==> src/hw/rtl/dsg_pkg.sv <==
`default_nettype none

package dsg_pkg;

  localparam int unsigned IDX_W   = 7;
  localparam int unsigned CODE_W  = 12;
  localparam int unsigned AMP_W   = 12;
  localparam int unsigned PHASE_W = 9;
  localparam int unsigned MAG_W   = 11;
  localparam int unsigned PROD_W  = MAG_W + AMP_W;
  localparam int unsigned ADDR_W  = 3;
  localparam int unsigned TAB_LEN = 128;

  localparam logic [CODE_W-1:0]  MID_CODE   = 12'd2048;
  localparam logic [CODE_W-1:0]  MAX_CODE   = 12'd4095;
  localparam logic [PHASE_W-1:0] PHASE_WRAP = 9'd360;

  // floor(x / 45) = (x * OFFS_RECIP) >> OFFS_SHIFT for x < 5760
  localparam logic [18:0] OFFS_RECIP = 19'd372828;
  localparam int unsigned OFFS_SHIFT = 24;

  // Reciprocal scaling of the product by the full-scale amplitude
  localparam int unsigned RECIP_SHIFT = 35;
  localparam int unsigned RECIP_SPLIT = 18;

  typedef enum logic [ADDR_W-1:0] {
    REG_DUAL_MODE = 3'd0,
    REG_AMP_CH1   = 3'd1,
    REG_PHASE_CH1 = 3'd2,
    REG_AMP_CH2   = 3'd3,
    REG_PHASE_CH2 = 3'd4
  } cfg_reg_e;

  typedef struct packed {
    logic s2;
    logic s3;
  } stage_en_t;

  localparam logic [CODE_W-1:0] SINE_TAB [TAB_LEN] = '{
    12'd2048, 12'd2148, 12'd2249, 12'd2348, 12'd2447, 12'd2545, 12'd2642, 12'd2738,
    12'd2831, 12'd2923, 12'd3013, 12'd3100, 12'd3185, 12'd3267, 12'd3347, 12'd3423,
    12'd3495, 12'd3565, 12'd3630, 12'd3692, 12'd3750, 12'd3804, 12'd3853, 12'd3898,
    12'd3939, 12'd3975, 12'd4007, 12'd4034, 12'd4056, 12'd4073, 12'd4085, 12'd4093,
    12'd4095, 12'd4093, 12'd4085, 12'd4073, 12'd4056, 12'd4034, 12'd4007, 12'd3975,
    12'd3939, 12'd3898, 12'd3853, 12'd3804, 12'd3750, 12'd3692, 12'd3630, 12'd3565,
    12'd3495, 12'd3423, 12'd3347, 12'd3267, 12'd3185, 12'd3100, 12'd3013, 12'd2923,
    12'd2831, 12'd2738, 12'd2642, 12'd2545, 12'd2447, 12'd2348, 12'd2249, 12'd2148,
    12'd2048, 12'd1948, 12'd1847, 12'd1748, 12'd1649, 12'd1551, 12'd1454, 12'd1358,
    12'd1265, 12'd1173, 12'd1083, 12'd996,  12'd911,  12'd829,  12'd749,  12'd673,
    12'd601,  12'd531,  12'd466,  12'd404,  12'd346,  12'd292,  12'd243,  12'd198,
    12'd157,  12'd121,  12'd89,   12'd62,   12'd40,   12'd23,   12'd11,   12'd3,
    12'd1,    12'd3,    12'd11,   12'd23,   12'd40,   12'd62,   12'd89,   12'd121,
    12'd157,  12'd198,  12'd243,  12'd292,  12'd346,  12'd404,  12'd466,  12'd531,
    12'd601,  12'd673,  12'd749,  12'd829,  12'd911,  12'd996,  12'd1083, 12'd1173,
    12'd1265, 12'd1358, 12'd1454, 12'd1551, 12'd1649, 12'd1748, 12'd1847, 12'd1948
  };

  // Phase in degrees -> table offset, phase * 128 / 360 after wrapping at 360
  function automatic logic [IDX_W-1:0] phase_offset(logic [PHASE_W-1:0] raw);
    logic [PHASE_W-1:0] ph;
    logic [31:0]        x;
    logic [31:0]        p;
    ph = (raw >= PHASE_WRAP) ? raw - PHASE_WRAP : raw;
    x  = {19'd0, ph, 4'd0};
    p  = x * {13'd0, OFFS_RECIP};
    return p[OFFS_SHIFT +: IDX_W];
  endfunction

endpackage

`default_nettype wire

==> src/hw/rtl/dsg_scale.sv <==
`default_nettype none

module dsg_scale #(
  parameter int unsigned FULL_SCALE_AMP = 4095
) (
  input  wire logic                          clk_i,
  input  wire dsg_pkg::stage_en_t            en_i,
  input  wire logic [dsg_pkg::IDX_W-1:0]     idx_i,
  input  wire logic [dsg_pkg::AMP_W-1:0]     amp_i,
  output logic      [dsg_pkg::CODE_W-1:0]    code_o
);

  localparam logic [63:0] DIVISOR = 64'(FULL_SCALE_AMP);
  localparam logic [63:0] RECIP   =
    ((64'd1 << dsg_pkg::RECIP_SHIFT) + DIVISOR - 64'd1) / DIVISOR;
  localparam int unsigned HALF_W  = dsg_pkg::RECIP_SPLIT;
  localparam int unsigned PP_W    = dsg_pkg::PROD_W + HALF_W;
  localparam int unsigned SUM_W   = PP_W + HALF_W + 1;
  localparam logic [HALF_W-1:0] RECIP_LO = RECIP[HALF_W-1:0];
  localparam logic [HALF_W-1:0] RECIP_HI = RECIP[2*HALF_W-1:HALF_W];

  logic [dsg_pkg::CODE_W-1:0] tab;
  logic                       neg;
  logic [dsg_pkg::CODE_W-1:0] diff;
  logic [dsg_pkg::PROD_W-1:0] prod_d, prod_q;
  logic                       neg2_q, neg3_q;
  logic [PP_W-1:0]            plo_d, phi_d, plo_q, phi_q;
  logic [SUM_W-1:0]           sum;
  logic [dsg_pkg::CODE_W-1:0] quo;
  logic [dsg_pkg::CODE_W:0]   up, dn;

  // stage 2: table read and amplitude product
  always_comb begin
    tab    = dsg_pkg::SINE_TAB[idx_i];
    neg    = tab < dsg_pkg::MID_CODE;
    diff   = neg ? dsg_pkg::MID_CODE - tab : tab - dsg_pkg::MID_CODE;
    prod_d = {12'd0, diff[dsg_pkg::MAG_W-1:0]} * {11'd0, amp_i};
  end

  always_ff @(posedge clk_i) begin
    if (en_i.s2) begin
      prod_q <= prod_d;
      neg2_q <= neg;
    end
  end

  // stage 3: reciprocal multiply split into two partial products
  always_comb begin
    plo_d = {{HALF_W{1'b0}}, prod_q} * {{dsg_pkg::PROD_W{1'b0}}, RECIP_LO};
    phi_d = {{HALF_W{1'b0}}, prod_q} * {{dsg_pkg::PROD_W{1'b0}}, RECIP_HI};
  end

  always_ff @(posedge clk_i) begin
    if (en_i.s3) begin
      plo_q  <= plo_d;
      phi_q  <= phi_d;
      neg3_q <= neg2_q;
    end
  end

  // recombine, truncate toward zero, recenter and clamp
  always_comb begin
    sum = {1'b0, phi_q, {HALF_W{1'b0}}} + {{(HALF_W + 1){1'b0}}, plo_q};
    quo = sum[dsg_pkg::RECIP_SHIFT +: dsg_pkg::CODE_W];
    up  = {1'b0, dsg_pkg::MID_CODE} + {1'b0, quo};
    dn  = {1'b0, dsg_pkg::MID_CODE} - {1'b0, quo};
    if (neg3_q) begin
      code_o = dn[dsg_pkg::CODE_W] ? '0 : dn[dsg_pkg::CODE_W-1:0];
    end else begin
      code_o = up[dsg_pkg::CODE_W] ? dsg_pkg::MAX_CODE : up[dsg_pkg::CODE_W-1:0];
    end
  end

endmodule

`default_nettype wire

==> src/hw/rtl/dual_sine_table_generator.sv <==
// Two-channel lookup-table sine generator for 12-bit DACs.
// Input stream: one tick per transfer; tdata[0] steps channel 1, tdata[1]
// steps channel 2. Output stream: one result per input transfer carrying
// both held DAC codes and the per-channel update flags.
// A stepped channel reads the shared 128-entry sine table at position plus
// phase offset, scales the deviation from midscale by amplitude / full scale
// (truncating toward zero), and advances its position. In single mode a
// stepped channel 2 drives midscale.
// Pipeline: the input register, product, reciprocal partial products and
// output register hold each result in turn. Throughput: one item per
// cycle while the receiver accepts; the stages hand off independently, so
// empty stages keep accepting while a finished result waits at the output.
// Configuration: cfg_we_i writes register cfg_addr_i (0 dual mode, 1/3
// amplitude, 2/4 phase in degrees); a write to one of these five returns
// both positions to zero. Write only while the pipeline is empty.
// Reset: positions and held codes go to 0, amplitudes to min(2048, full
// scale), phases to 0, single mode. A stalled receiver holds the output
// register; backpressure reaches the input once all stages are full.
`default_nettype none

module dual_sine_table_generator #(
  parameter int unsigned FULL_SCALE_AMP = 4095
) (
  input  wire logic                          clk_i,
  input  wire logic                          rst_ni,
  input  wire logic                          s_axis_tvalid,
  output logic                               s_axis_tready,
  // [0] step_ch1, [1] step_ch2
  input  wire logic [7:0]                    s_axis_tdata,
  output logic                               m_axis_tvalid,
  input  wire logic                          m_axis_tready,
  // [11:0] sample_ch1, [23:12] sample_ch2, [24] updated_ch1, [25] updated_ch2
  output logic      [31:0]                   m_axis_tdata,
  input  wire logic                          cfg_we_i,
  input  wire logic [dsg_pkg::ADDR_W-1:0]    cfg_addr_i,
  input  wire logic [dsg_pkg::AMP_W-1:0]     cfg_wdata_i
);

  localparam logic [dsg_pkg::AMP_W-1:0] AMP_MAX = dsg_pkg::AMP_W'(FULL_SCALE_AMP);
  localparam logic [dsg_pkg::AMP_W-1:0] AMP_RST =
    (AMP_MAX < 12'd2048) ? AMP_MAX : 12'd2048;

  logic                       dual_q;
  logic [dsg_pkg::AMP_W-1:0]  amp1_q, amp2_q, amp_sat;
  logic [dsg_pkg::IDX_W-1:0]  offs1_q, offs2_q, offs_new;
  logic [dsg_pkg::IDX_W-1:0]  pos1_q, pos2_q;
  logic [dsg_pkg::IDX_W-1:0]  idx1_q, idx2_q;
  logic [1:0]                 upd_s1_q, upd_s2_q, upd_s3_q, upd_o_q;
  logic                       v1_q, v2_q, v3_q, vo_q;
  logic                       out_rdy, r3, r2, r1, in_xfer, out_load, cfg_hit;
  logic [dsg_pkg::CODE_W-1:0] code1, code2;
  logic [dsg_pkg::CODE_W-1:0] sample1_q, sample2_q;
  dsg_pkg::stage_en_t         en;

  assign out_rdy = !vo_q || m_axis_tready;
  assign r3      = !v3_q || out_rdy;
  assign r2      = !v2_q || r3;
  assign r1      = !v1_q || r2;
  assign in_xfer = s_axis_tvalid && r1;
  assign out_load = v3_q && out_rdy;

  always_comb begin
    en.s2 = v1_q && r2;
    en.s3 = v2_q && r3;
  end

  assign s_axis_tready = r1;
  assign m_axis_tvalid = vo_q;
  assign m_axis_tdata  = {6'd0, upd_o_q, sample2_q, sample1_q};

  assign amp_sat  = (cfg_wdata_i > AMP_MAX) ? AMP_MAX : cfg_wdata_i;
  assign offs_new = dsg_pkg::phase_offset(cfg_wdata_i[dsg_pkg::PHASE_W-1:0]);

  always_comb begin
    unique case (cfg_addr_i)
      dsg_pkg::REG_DUAL_MODE,
      dsg_pkg::REG_AMP_CH1,
      dsg_pkg::REG_PHASE_CH1,
      dsg_pkg::REG_AMP_CH2,
      dsg_pkg::REG_PHASE_CH2: cfg_hit = cfg_we_i;
      default:                cfg_hit = 1'b0;
    endcase
  end

  // configuration and table positions
  always_ff @(posedge clk_i or negedge rst_ni) begin
    if (!rst_ni) begin
      dual_q  <= 1'b0;
      amp1_q  <= AMP_RST;
      amp2_q  <= AMP_RST;
      offs1_q <= '0;
      offs2_q <= '0;
      pos1_q  <= '0;
      pos2_q  <= '0;
    end else begin
      if (cfg_we_i) begin
        unique case (cfg_addr_i)
          dsg_pkg::REG_DUAL_MODE: dual_q  <= cfg_wdata_i[0];
          dsg_pkg::REG_AMP_CH1:   amp1_q  <= amp_sat;
          dsg_pkg::REG_PHASE_CH1: offs1_q <= offs_new;
          dsg_pkg::REG_AMP_CH2:   amp2_q  <= amp_sat;
          dsg_pkg::REG_PHASE_CH2: offs2_q <= offs_new;
          default: ;
        endcase
      end
      if (cfg_hit) begin
        pos1_q <= '0;
        pos2_q <= '0;
      end else if (in_xfer) begin
        if (s_axis_tdata[0]) pos1_q <= pos1_q + 7'd1;
        if (s_axis_tdata[1]) pos2_q <= pos2_q + 7'd1;
      end
    end
  end

  // pipeline control and held codes
  always_ff @(posedge clk_i or negedge rst_ni) begin
    if (!rst_ni) begin
      v1_q      <= 1'b0;
      v2_q      <= 1'b0;
      v3_q      <= 1'b0;
      vo_q      <= 1'b0;
      sample1_q <= '0;
      sample2_q <= '0;
    end else begin
      if (r1) v1_q <= s_axis_tvalid;
      if (r2) v2_q <= v1_q;
      if (r3) v3_q <= v2_q;
      if (out_rdy) vo_q <= v3_q;
      if (out_load) begin
        if (upd_s3_q[0]) sample1_q <= code1;
        if (upd_s3_q[1]) sample2_q <= dual_q ? code2 : dsg_pkg::MID_CODE;
      end
    end
  end

  always_ff @(posedge clk_i) begin
    if (in_xfer) begin
      upd_s1_q <= s_axis_tdata[1:0];
      idx1_q   <= pos1_q + offs1_q;
      idx2_q   <= pos2_q + offs2_q;
    end
    if (en.s2) upd_s2_q <= upd_s1_q;
    if (en.s3) upd_s3_q <= upd_s2_q;
    if (out_load) upd_o_q <= upd_s3_q;
  end

  dsg_scale #(
    .FULL_SCALE_AMP(FULL_SCALE_AMP)
  ) u_scale_ch1 (
    .clk_i (clk_i),
    .en_i  (en),
    .idx_i (idx1_q),
    .amp_i (amp1_q),
    .code_o(code1)
  );

  dsg_scale #(
    .FULL_SCALE_AMP(FULL_SCALE_AMP)
  ) u_scale_ch2 (
    .clk_i (clk_i),
    .en_i  (en),
    .idx_i (idx2_q),
    .amp_i (amp2_q),
    .code_o(code2)
  );

endmodule

`default_nettype wire

==> config.mk <==
export PLATFORM = sky130hd
export DESIGN_NAME = dual_sine_table_generator
export DESIGN_NICKNAME = d
export VERILOG_FILES = /design/src/hw/rtl/dsg_pkg.sv /design/src/hw/rtl/dsg_scale.sv /design/src/hw/rtl/dual_sine_table_generator.sv
export SDC_FILE = /design/constraint.sdc
export NUM_CORES = 1
export LEC_CHECK = 0
export BUFFER_PORTS_ARGS = -buffer_cell sky130_fd_sc_hd__buf_2
export CAP_MARGIN = 5
export CORE_MARGIN = 3
export CORE_UTILIZATION = 55
export CTS_CLUSTER_SIZE = 8
export DETAILED_ROUTE_END_ITERATION = 8
export PLACE_DENSITY = 0.72
export SYNTH_ARGS = -nofsm -noshare
export SYNTH_HDL_FRONTEND = slang
export SYNTH_HIERARCHICAL = 1
export SYNTH_SLANG_ARGS = --single-unit
==> constraint.sdc <==
create_clock -name clk_i -period 27.8 [get_ports clk_i]
set_clock_uncertainty 0.2 [all_clocks]
set_input_delay 5.56 -clock clk_i [delete_from_list [all_inputs] [get_ports clk_i]]
set_output_delay 5.56 -clock clk_i [all_outputs]
set_load 0.05 [all_outputs]
== Yosys cells after proc, flatten, opt, wreduce, memory -nomap -nowiden ==
Memories as Yosys holds them, arrays and structs flattened.
Cells that the tools add are included.

* Output and inout bits: 34
* ROM bits: 3072
* Word-level logic and storage cells: 111
* Memories: 2
* Flip-flop bits (word level): 269
* Input port bits: 28

* Eq/ne operators: 4
* $lt $le $gt $ge: 6
* Add/subtract/negate cells: 15
* Multipliers: 5
* Muxes and demuxes: 22
* Bitwise gates (word level): 2
* Reductions and logical operators: 26

{| class="wikitable"
|+ Memory list
! memory !! depth !! bits a word !! read ports !! clocked after memory_dff !! wr ports !! RTL line !! text
|-
| (no name shown) || 128 || 12 || 1 || 0 || 0 || dsg_scale.sv:34 || <nowiki>tab = dsg_pkg::SINE_TAB[idx_i];</nowiki>
|-
| (no name shown) || 128 || 12 || 1 || 0 || 0 || dsg_scale.sv:34 ||
|}

{| class="wikitable"
|+ Operator list
! cell !! number
|-
| two-way mux 12 bit || 12
|-
| adder 46 x 35 -> 47 bit || 2
|-
| multiplier 23 x 12 -> 35 bit, second input constant || 2
|-
| multiplier 11 x 12 -> 23 bit || 2
|-
| two-way mux 7 bit || 6
|-
| adder 12 x 12 -> 13 bit, first input constant || 2
|-
| subtractor 12 x 12 -> 13 bit, first input constant || 2
|-
| multiplier 9 x 17 -> 25 bit, second input constant || 1
|-
| less-than comparator 12 bit, second input constant || 2
|-
| two-way mux 11 bit || 2
|-
| subtractor 1 x 11 -> 11 bit, first input constant || 2
|-
| subtractor 11 x 1 -> 11 bit, second input constant || 2
|-
| AND reduction 2 bit || 9
|-
| >= comparator 8 bit, second input constant || 2
|-
| NOT 7 -> 8 bit || 2
|-
| adder 7 x 1 -> 7 bit, second input constant || 2
|-
| adder 7 bit || 2
|-
| greater-than comparator 12 bit, second input constant || 1
|-
| >= comparator 9 bit, second input constant || 1
|-
| two-way mux 9 bit || 1
|-
| subtractor 9 bit, second input constant || 1
|-
| equality test 3 x 2 -> 1 bit, second input constant || 2
|-
| nonzero test 2 bit || 3
|-
| OR reduction 5 bit || 1
|-
| 7 further kinds || 16
|}

== Longest topological paths before layout ==
Gate-level depths: netlist of the first run.

* Depth in word-level cells: 8
* Gate-level depth with buffers: 36
* Gate-level depth less buffers: 33

== By module ==
The synthesis of the first run kept the hierarchy.

{| class="wikitable"
|+ By module, submodules not included
! module !! seq. area each (µm²) !! cells each !! area an instance (µm²) !! times used
|-
| dsg_scale at u_scale_ch2 || 1801.7 || 1327 || 11330.9 || 1
|-
| dsg_scale at u_scale_ch1 || 1801.7 || 1220 || 10791.6 || 1
|-
| dual_sine_table_generator || 2690.1 || 672 || 6937.9 || 1
|}

== Worst setup path after synthesis of the first run ==
OpenSTA, ideal clock, no wires.

* Kind: input -> output
* Start point: input m_axis_tready
* End point: output s_axis_tready
* Arrival: 6204 ps
* Data required time: 22040 ps
* Setup slack: 15836 ps
* Buffers on the path: 0
* Stages: 2
* Cells stage by stage: nand3b_1 or2_1

* Word-level cells in the longest chain between the ends: 4

{| class="wikitable"
|+ Ends and longest elaborated chain
! element !! RTL line !! text
|-
| from (decl) || dual_sine_table_generator.sv:31 || <nowiki>input wire logic m_axis_tready,</nowiki>
|-
| logical OR 1 bit || dual_sine_table_generator.sv:55 || <nowiki>assign out_rdy = !vo_q || m_axis_tready;</nowiki>
|-
| logical OR 1 bit || dual_sine_table_generator.sv:56 || <nowiki>assign r3 = !v3_q || out_rdy;</nowiki>
|-
| logical OR 1 bit || dual_sine_table_generator.sv:57 || <nowiki>assign r2 = !v2_q || r3;</nowiki>
|-
| logical OR 1 bit || dual_sine_table_generator.sv:58 || <nowiki>assign r1 = !v1_q || r2;</nowiki>
|-
| to (decl) || dual_sine_table_generator.sv:27 || <nowiki>output logic s_axis_tready,</nowiki>
|}

No other way between the ends.

== Final worst setup path of the first run ==
Ends and elaborated chain as after synthesis.

==> results of run 1 <==
==> cells in the mapped netlist, types with 21 or more instances <==
cell type,n
sky130_fd_sc_hd__a211oi_1,30
sky130_fd_sc_hd__a21o_1,28
sky130_fd_sc_hd__a21oi_1,140
sky130_fd_sc_hd__a311o_1,25
sky130_fd_sc_hd__a31oi_1,21
sky130_fd_sc_hd__and2_1,58
sky130_fd_sc_hd__and3_1,37
sky130_fd_sc_hd__buf_2,53
sky130_fd_sc_hd__buf_4,23
sky130_fd_sc_hd__clkbuf_1,107
sky130_fd_sc_hd__dfrtp_1,79
sky130_fd_sc_hd__edfxtp_1,142
sky130_fd_sc_hd__fa_1,213
sky130_fd_sc_hd__ha_1,330
sky130_fd_sc_hd__inv_1,384
sky130_fd_sc_hd__mux2_2,29
sky130_fd_sc_hd__mux2i_1,24
sky130_fd_sc_hd__nand2_1,309
sky130_fd_sc_hd__nand2b_1,74
sky130_fd_sc_hd__nand3_1,73
sky130_fd_sc_hd__nand4_1,41
sky130_fd_sc_hd__nor2_1,121
sky130_fd_sc_hd__nor2b_1,87
sky130_fd_sc_hd__nor3_1,55
sky130_fd_sc_hd__nor3b_1,25
sky130_fd_sc_hd__o211ai_1,34
sky130_fd_sc_hd__o21a_1,28
sky130_fd_sc_hd__o21ai_0,107
sky130_fd_sc_hd__xnor2_1,79
sky130_fd_sc_hd__xor2_1,36
==> cells in the final DEF (no fill, tap or decap), types with 19 or more instances in the layout <==
cell	n
sky130_fd_sc_hd__a211oi_1	30
sky130_fd_sc_hd__a21o_1	28
sky130_fd_sc_hd__a21oi_1	140
sky130_fd_sc_hd__a311o_1	25
sky130_fd_sc_hd__a31oi_1	21
sky130_fd_sc_hd__and2_1	56
sky130_fd_sc_hd__and3_1	37
sky130_fd_sc_hd__buf_2	48
sky130_fd_sc_hd__buf_4	27
sky130_fd_sc_hd__clkbuf_1	22
sky130_fd_sc_hd__clkbuf_16	35
sky130_fd_sc_hd__dfrtp_1	79
sky130_fd_sc_hd__edfxtp_1	142
sky130_fd_sc_hd__fa_1	213
sky130_fd_sc_hd__ha_1	330
sky130_fd_sc_hd__inv_1	384
sky130_fd_sc_hd__mux2_2	29
sky130_fd_sc_hd__mux2i_1	24
sky130_fd_sc_hd__nand2_1	309
sky130_fd_sc_hd__nand2b_1	74
sky130_fd_sc_hd__nand3_1	73
sky130_fd_sc_hd__nand4_1	41
sky130_fd_sc_hd__nor2_1	121
sky130_fd_sc_hd__nor2b_1	87
sky130_fd_sc_hd__nor3_1	54
sky130_fd_sc_hd__nor3b_1	25
sky130_fd_sc_hd__o211ai_1	34
sky130_fd_sc_hd__o21a_1	28
sky130_fd_sc_hd__o21ai_0	107
sky130_fd_sc_hd__o21ai_1	19
sky130_fd_sc_hd__o311ai_0	19
sky130_fd_sc_hd__or3_1	19
sky130_fd_sc_hd__xnor2_1	79
sky130_fd_sc_hd__xor2_1	36
==> per-stage QoR <==
step | instance area, sq um | hold WS (ns)
6_report | 30360 | 0.2102
5_1_grt | 30360 | 0.2239
4_1_cts | 30360 | 0.2100
3_5_place_dp | 29330 | 0.2065
3_3_place_gp | 29330 | 0.2017
2_1_floorplan | 29090 | 0.2003
==> flip-flops by register name, indices dropped and copies added, names as in the netlist, 12 cells and up <==
register,count
u_scale_ch1/phi_q,23
amp1_q,12
sample1_q,12
u_scale_ch2/plo_q,12
u_scale_ch2/prod_q,23
u_scale_ch2/phi_q,23
sample2_q,12
u_scale_ch1/prod_q,23
amp2_q,12
u_scale_ch1/plo_q,12
==> worst paths after layout <==
check                                              end  slack [ns]  cells past startpoint
worst max-delay path                     s_axis_tready       15.60                      4
worst min-delay path                u_scale_ch2/neg3_q        0.21                      0
worst max register to register  u_scale_ch1/prod_q[22]       17.03                     25
worst min register to register      u_scale_ch2/neg3_q        0.21                      0
max in group asynchronous                    pos2_q[5]       21.60                      2
min in group asynchronous                 sample2_q[9]        4.74                      1
==> worst register-to-register path, delay by kind of cell, from the launching register on <==
kind | cells | cell delay [ns]
buffers and inverters | 4 | 1.58
flip-flops | 1 | 0.32
adder cells (fa/ha/maj) | 7 | 3.66
AND/OR/NAND/NOR | 5 | 1.34
AO/OA/AOI/OAI | 8 | 3.24
XOR/XNOR | 1 | 0.18
==> final cells by class <==
class / instances / area (sq um) / share of cell area
clock inverters: 4 / 67.56 / 0.002225
well taps: 680 / 850.8 / 0.02802
flip-flops and latches: 223 / 6294 / 0.2073
inverters: 386 / 1449 / 0.04772
clock buffers: 57 / 958.4 / 0.03157
diodes: 1 / 2.502 / 0.00008242
repair buffers: 75 / 442.9 / 0.01459
multi-input cells: 2412 / 20300 / 0.6685
==> metal layers <==
| metal | up-vias | GRT usage | routed length (um) |
|---|---|---|---|
| met2 | 856 | 0.4040 | 32910 |
| met1 | 11405 | 0.3432 | 30880 |
| li1 | 11121 | - | - |
| met4 | 2 | 0.07080 | 1457 |
| met3 | 114 | 0.03028 | 4556 |
| met5 | - | 0 | 7 |
==> cell families after synthesis <==
logic type | Yosys count | share of synthesized area
mux | 74 | 0.02997
simple gates | 1001 | 0.1809
flops | 223 | 0.2166
compound gates | 669 | 0.1620
xor+xnor | 115 | 0.03466
other cells | 1 | 0.0001290
fa+ha+maj | 545 | 0.2895
buf+inv | 591 | 0.08624
==> results.md, run 1 <==
Layout:
- The filler cells instantiated in the layout total 4442.
- At the end of the flow the core is filled with cells to 0.5859.
- The share of cells above drive strength 1 is 0.06430.
- The net count of the finished layout is between 3k and 4k.
- Once layout is complete, the cells apart from fillers number 3838.
- The area growth from synthesis to layout is 4.482%.

GRT:
- In the global route stage, overall resource usage came out at 0.2460.
- The via count of the first global-routing pass was between 20k and 25k.
- The first global-routing pass estimated 115.6 mm of wire.
- The maximum number of pins on one net before global-route repair is 94.
- For this run the aggregate overflow at the end of global routing stands at 0.
- The initial antenna violation count is 2.

Critical path:
- The critical path starts at m_axis_tready.
- The kind of cell with the highest combined delay on the critical path is simple AND/OR/NAND/NOR gates.
- On the worst path, the slowest cell contributes a delay of between 0.3 and 0.4 ns.
- The endpoint kind of the worst setup timing path is a primary output.
- The number of buffer and inverter instances along the worst setup path is 2.
- The largest fanout on the critical path is 5.
- The worst setup path is launched from an input port.
- Data arrives at the worst endpoint at roughly 6.4 ns.
- The signal on the critical path passes through buf_2 -> nand3b_1 -> or2_1 -> buf_2.
- The critical setup path kind is input port to primary output.
- The most numerous cell on the critical path is sky130_fd_sc_hd__buf_2.
- STA puts the critical path data required time at 22.04 ns.
- The launching point of the worst reg2reg path is idx1_q[2].
- The slowest library cell on the worst path is sky130_fd_sc_hd__or2_1.

Floorplan:
- The area enclosed by the die boundary is 55630 sq um.
- The area inside the core boundary is 51820 sq um.
- The initial utilization of the core area, before any placement, comes to 0.5608.
- After floorplanning, the core was divided into 83 placement rows.
- The die span in y is 235.9 um.
- For this design the top-level I/O count stands at 62.
- Measured along the x axis, the die boundary spans about 240 um.

Clock network:
- The total clock buffers created by CTS is 34.
- The H-tree generated during clock tree synthesis spans 2 levels.
- CTS saw 223 sinks.
- The insertion delay of the later-clocked pin in the worst-skew pair is 0.52 ns.
- The count of instances resized after the clock tree is built is 0.
- Post-CTS timing repair inserted 0 buffers for setup.
- The root buffer selected by CTS is sky130_fd_sc_hd__clkbuf_16.
- The maximum number of buffers from clock root to sink is 3.
- After clock tree synthesis, the clock-pin slew on the worst setup and hold paths is 0.05 ns.
- TritonCTS built the clock tree.
- The hold buffer count at cts is 0.

Status:
- The flow ran to the end, and the final reports show no timing, DRC or antenna violations.

Yosys:
- The portion of the post-synthesis area used by sequential elements is 0.2166.
- The synthesized design contains 142 enable-type register cells.
- The mean instance size in the synthesized netlist is 9.028 sq um.
- Yosys attributes the largest share of cell area to sky130_fd_sc_hd__edfxtp_1, sky130_fd_sc_hd__fa_1, sky130_fd_sc_hd__ha_1.
- The share of the synthesized area in the top cell type is 0.1467.
- The most used flip-flop cell after synthesis is sky130_fd_sc_hd__edfxtp_1.
- The register bit count reported by yosys is approximately 220.
- Synthesis handed over a netlist of 3219 instances.
- The cell area that synthesis handed to floorplanning was 29060 sq um.
- The Yosys step of the flow raised 6 warnings.
- The unique cell type count in the Yosys netlist is 113.
- The fraction of synthesis flops using an asynchronous set or reset pin is 0.3632.
- The library cell with the largest summed area after synthesis is sky130_fd_sc_hd__edfxtp_1.

Route:
- The total wire length is 69.82 mm.
- The count of TritonRoute iterations in the first routing pass is 6.
- The detailed router's first-iteration violation count is a little over 2k.
- For this run, design rule violations remaining after detail routing come to 0.
- Dividing the detail-routed via count by the number of cells gives 6.122.
- After detailed routing, the average wire length per cell comes to roughly 18 um.
- The detailed-route via count is roughly 23k.
- The number of nets with antenna violations after routing is 0.

Placement:
- The detailed placement HPWL is 52.43 mm.
- The post-placement cell count is about 3.8k.
- The congestion estimate from routability-driven global placement came to ~0.93.
- The count of buffers added on input and output ports is 49.
- At the placement stage, the worst setup path has a slack of 15.61 ns.

Timing:
- Based on the critical path, the design can be clocked at up to 81.98 MHz.
- The total setup violations reported at the end of the flow is 0.
- Setup repair after global routing left no endpoint under its margin.
- The clock period minus final worst setup slack is 12.20 ns.
- The number of max-slew violations in the final report is 0.
- Of the available clock period, the critical path in the final layout requires 0.4388.
- The worst pin sits at a relative slew slack of 0.2107.
- For the pin with the worst max-slew slack, the measured transition is about 1.2 ns.
- The total negative slack is 0 ns.
- After layout, the worst setup slack is between 15 and 20 ns.
- The total count of hold-check failures in the final report is 0.

Run:
- The tool flagged a number of max-cap violations equal to 0.

Worst hold path:
- The startpoint identified for the worst hold timing path is u_scale_ch2/neg2_q.
- The path class of the tightest hold or removal check is flip-flop to flip-flop.
Power of run 1 is left out: the tool's default activity adds up to more than one toggle a clock period on the data nets, which glitch-free logic cannot reach.
==> run 2, diff against run 1 <==
--- a/config.mk
+++ b/config.mk
@@ -11,7 +11,7 @@
 export CORE_UTILIZATION = 55
 export CTS_CLUSTER_SIZE = 8
 export DETAILED_ROUTE_END_ITERATION = 8
-export PLACE_DENSITY = 0.72
+export PLACE_DENSITY = 0.75
 export SYNTH_ARGS = -nofsm -noshare
 export SYNTH_HDL_FRONTEND = slang
 export SYNTH_HIERARCHICAL = 1
==> constraint.sdc (replaced) <==
create_clock -name clk_i -period 10 [get_ports clk_i]
set_clock_uncertainty 0.2 [all_clocks]
set_input_delay 2 -clock clk_i [delete_from_list [all_inputs] [get_ports clk_i]]
set_output_delay 2 -clock clk_i [all_outputs]
set_load 0.05 [all_outputs]
==> run 2 against run 1 <==
Worst setup slack got worse by 15 ns. Sequential cell count unchanged. Cell area up 0.91%. First-iteration DRC count decreased by 0.78%. Die area is the same. Register-to-register slack worse by 16 ns. Non-clock buffer count rose by 30. Count of clock-buffer cells in the layout up 3. Cell count increased by 0.83%. Largest cell class unchanged.
==> results.md, run 2 (synthesis results as in run 1) <==
GRT:
- The total routing usage reported by global routing is 0.2501 (was 0.2460).
- The initial antenna violation count is 3 (was 2).
- The via count of the first global-routing pass came to 23.14k (was 22.68k).
- The total congestion overflow is 0 (unchanged).
- The first-pass GRT wire length is 117.6 mm (was 115.6 mm).
- The maximum number of pins on one net before global-route repair came to 93 (was 94).

Clock network:
- The hold buffer count at cts is 0 (unchanged).
- The count of clock tree sinks came to 223 (unchanged).
- The H-tree depth is 2 (unchanged).
- The TritonCTS clock tree is built (unchanged).
- The CTS clock-pin slew for the worst setup and hold paths is 0.05 ns (about the same).
- The insertion delay of the later-clocked pin in the worst-skew pair is 0.52 ns (about the same).
- The total clock buffers created by CTS is 34 (unchanged).
- The maximum number of buffers from clock root to sink is 3 (unchanged).
- The root buffer selected by CTS is sky130_fd_sc_hd__clkbuf_16 (unchanged).

Critical path:
- The endpoint required time on the critical path came to 10.07 ns (was 22.04 ns).
- The biggest cell delay along the critical path is 0.86 ns (was 0.31 ns).
- The critical setup path kind was flip-flop to flip-flop (was input port to primary output).
- The kind of start point of the critical path was a flip-flop (was input port).
- The largest fanout on the critical path is 12 (was 5).
- The slowest library cell on the worst path is sky130_fd_sc_hd__xnor2_1 (was sky130_fd_sc_hd__or2_1).
- The most numerous cell on the critical path is sky130_fd_sc_hd__fa_1 (was sky130_fd_sc_hd__buf_2).
- The critical path launch point is idx1_q[1] (was m_axis_tready).
- The data arrival at the endpoint of the critical path is 9.48 ns (was 6.44 ns).
- The endpoint kind of the worst setup timing path is a flip-flop (was primary output).
- The launching point of the worst reg2reg path is idx1_q[1] (was idx1_q[2]).

Layout:
- The total of fill cells in the finished design was 4298 (was 4442).
- The most frequent standard cell in the layout excluding fill and tap cells is sky130_fd_sc_hd__inv_1 (unchanged).
- The area used by sequential logic in the layout was 6294 sq um (unchanged).
- Highest-count cells in the layout ignoring fill and taps: sky130_fd_sc_hd__inv_1, sky130_fd_sc_hd__ha_1, sky130_fd_sc_hd__nand2_1 (unchanged).
- The area occupied by multi-input gates was 20300 sq um (about the same).
- The area growth from synthesis to layout is 5.434% (was 4.482%).
- The share of cells above drive strength 1 came to 0.07434 (was 0.06430).
- The net count of the finished layout is 3733 (was 3703).

Timing:
- The transition time at the pin with the least slew margin came to 1.118 ns (was 1.175 ns).
- The total negative slack was 0 ns (unchanged).
- The clock period minus final worst setup slack is 9.410 ns.
- The worst-case setup margin in the final layout is 0.5903 ns (was 15.60 ns).
- The fmax is about 110 MHz.
- The worst relative slew slack was 0.2509 (was 0.2107).
- The final period utilization is 0.9410.
- The number of max-slew violations in the final report is 0 (unchanged).
- RSZ-0062 raised after global routing: false (unchanged).
- The total setup violations reported at the end of the flow is 0 (unchanged).
- The total count of hold-check failures in the final report is 0 (unchanged).

Placement:
- The detailed placement HPWL was 54.45 mm (was 52.43 mm).
- The final estimated routing congestion in global placement is 0.9729 (was 0.9274).
- The count of port buffers added during placement is 49 (unchanged).
- The minimum setup slack after placement is 0.4997 ns (was 15.61 ns).

Route:
- The detailed-route via count is 23.51k (was 23.50k).
- The number of nets with antenna violations after routing is 0 (unchanged).
- The total wire length is 70.72 mm (was 69.82 mm).
- The number of vias per cell after detailed routing is 6.075 (was 6.122).
- The count of TritonRoute iterations in the first routing pass is 5 (was 6).
- The detailed router's first-iteration violation count is 2034 (was 2050).
- The number of remaining DRC errors is 0 (unchanged).
- The routed wirelength normalized by instance count came to 18.27 um (was 18.19 um).

Floorplan:
- The number of rows created at floorplan is 83 (unchanged).
- The effective utilization at floorplan is 0.5608 (unchanged).
- The I/O pin total was 62 (unchanged).
- The die span in y is 235.9 um (unchanged).
- The area inside the core boundary came to 51820 sq um (unchanged).
- The floorplan die width came to 235.9 um (unchanged).
- The area enclosed by the die boundary was 55630 sq um (unchanged).

Run:
- The number of maximum-capacitance violations was 0 (unchanged).

Status:
- Status: completed (unchanged).

Worst hold path:
- The startpoint of the most critical hold path is upd_s1_q[1] (was u_scale_ch2/neg2_q).
- The type of the tightest min-delay check is flip-flop to flip-flop (unchanged).
run 2: cell count changes in the layout (fill, tap and decap cells not counted), sizes merged:
cell / before / now
clkinvlp: 0 / 1
clkinv: 4 / 3
buf: 75 / 105
clkbuf: 57 / 60
diode: 1 / 2
bufinv: 1 / 0
inv: 385 / 384
run 2: path summary, 6_finish.rpt:
check	slack [ns]	depth (start not counted)	to
max	0.59	28	u_scale_ch1/prod_q[22]
min	0.22	0	upd_s2_q[1]
max reg2reg	0.59	28	u_scale_ch1/prod_q[22]
min reg2reg	0.22	0	upd_s2_q[1]
max in group asynchronous	7.31	2	pos2_q[0]
min in group asynchronous	1.13	1	sample2_q[1]
run 2: routing by layer:
layer,global-route usage,share of wire,vias to the layer above
met5,0,0.00018,-
met4,0.06158,0.016,2
met3,0.03496,0.067,111
met2,0.4146,0.47,872
met1,0.3471,0.44,11378
li1,-,-,11149
run 2: critical path, delay by kind of cell, from the launching register on:
kind	cells	cell delay [ns]
AOI/OAI and AO/OA	8	2.27
and+or+nand+nor	4	0.78
muxes	1	0.45
buffers and inverters	6	0.71
xor gates and xnor gates	2	1.02
DFF	1	0.40
adders and majority gates	7	3.32
run 2: repair_timing:
action	4_1_cts	5_1_grt
endpoints found under the setup margin	0	2
buffers inserted	0	0
gates resized for setup	0	3
run 2: area by class of cell:
type | instances | area share
Antenna cell | 2 | 0.0001633
Timing Repair Buffer | 105 | 0.02262
Multi-Input combinational cell | 2412 | 0.6626
Sequential cell | 223 | 0.2054
Inverter | 386 | 0.04741
Clock inverter | 2 | 0.001062
Tap cell | 680 | 0.02777
Clock buffer | 60 | 0.03295
run 2: stage by stage:
step / std cells / util / hold slack, ns / cell area (sq um)
global route: 3868 / 0.5912 / 0.2159 / 30630
floorplan: 3226 / - / 0.2003 / 29090
global placement: 3806 / 0.5709 / 0.2016 / 29580
finish: 3870 / 0.5913 / 0.2154 / 30640
CTS: 3868 / 0.5910 / 0.2135 / 30630
detailed placement: 3806 / 0.5709 / 0.2045 / 29580
Power of run 2 is left out for the same reason.
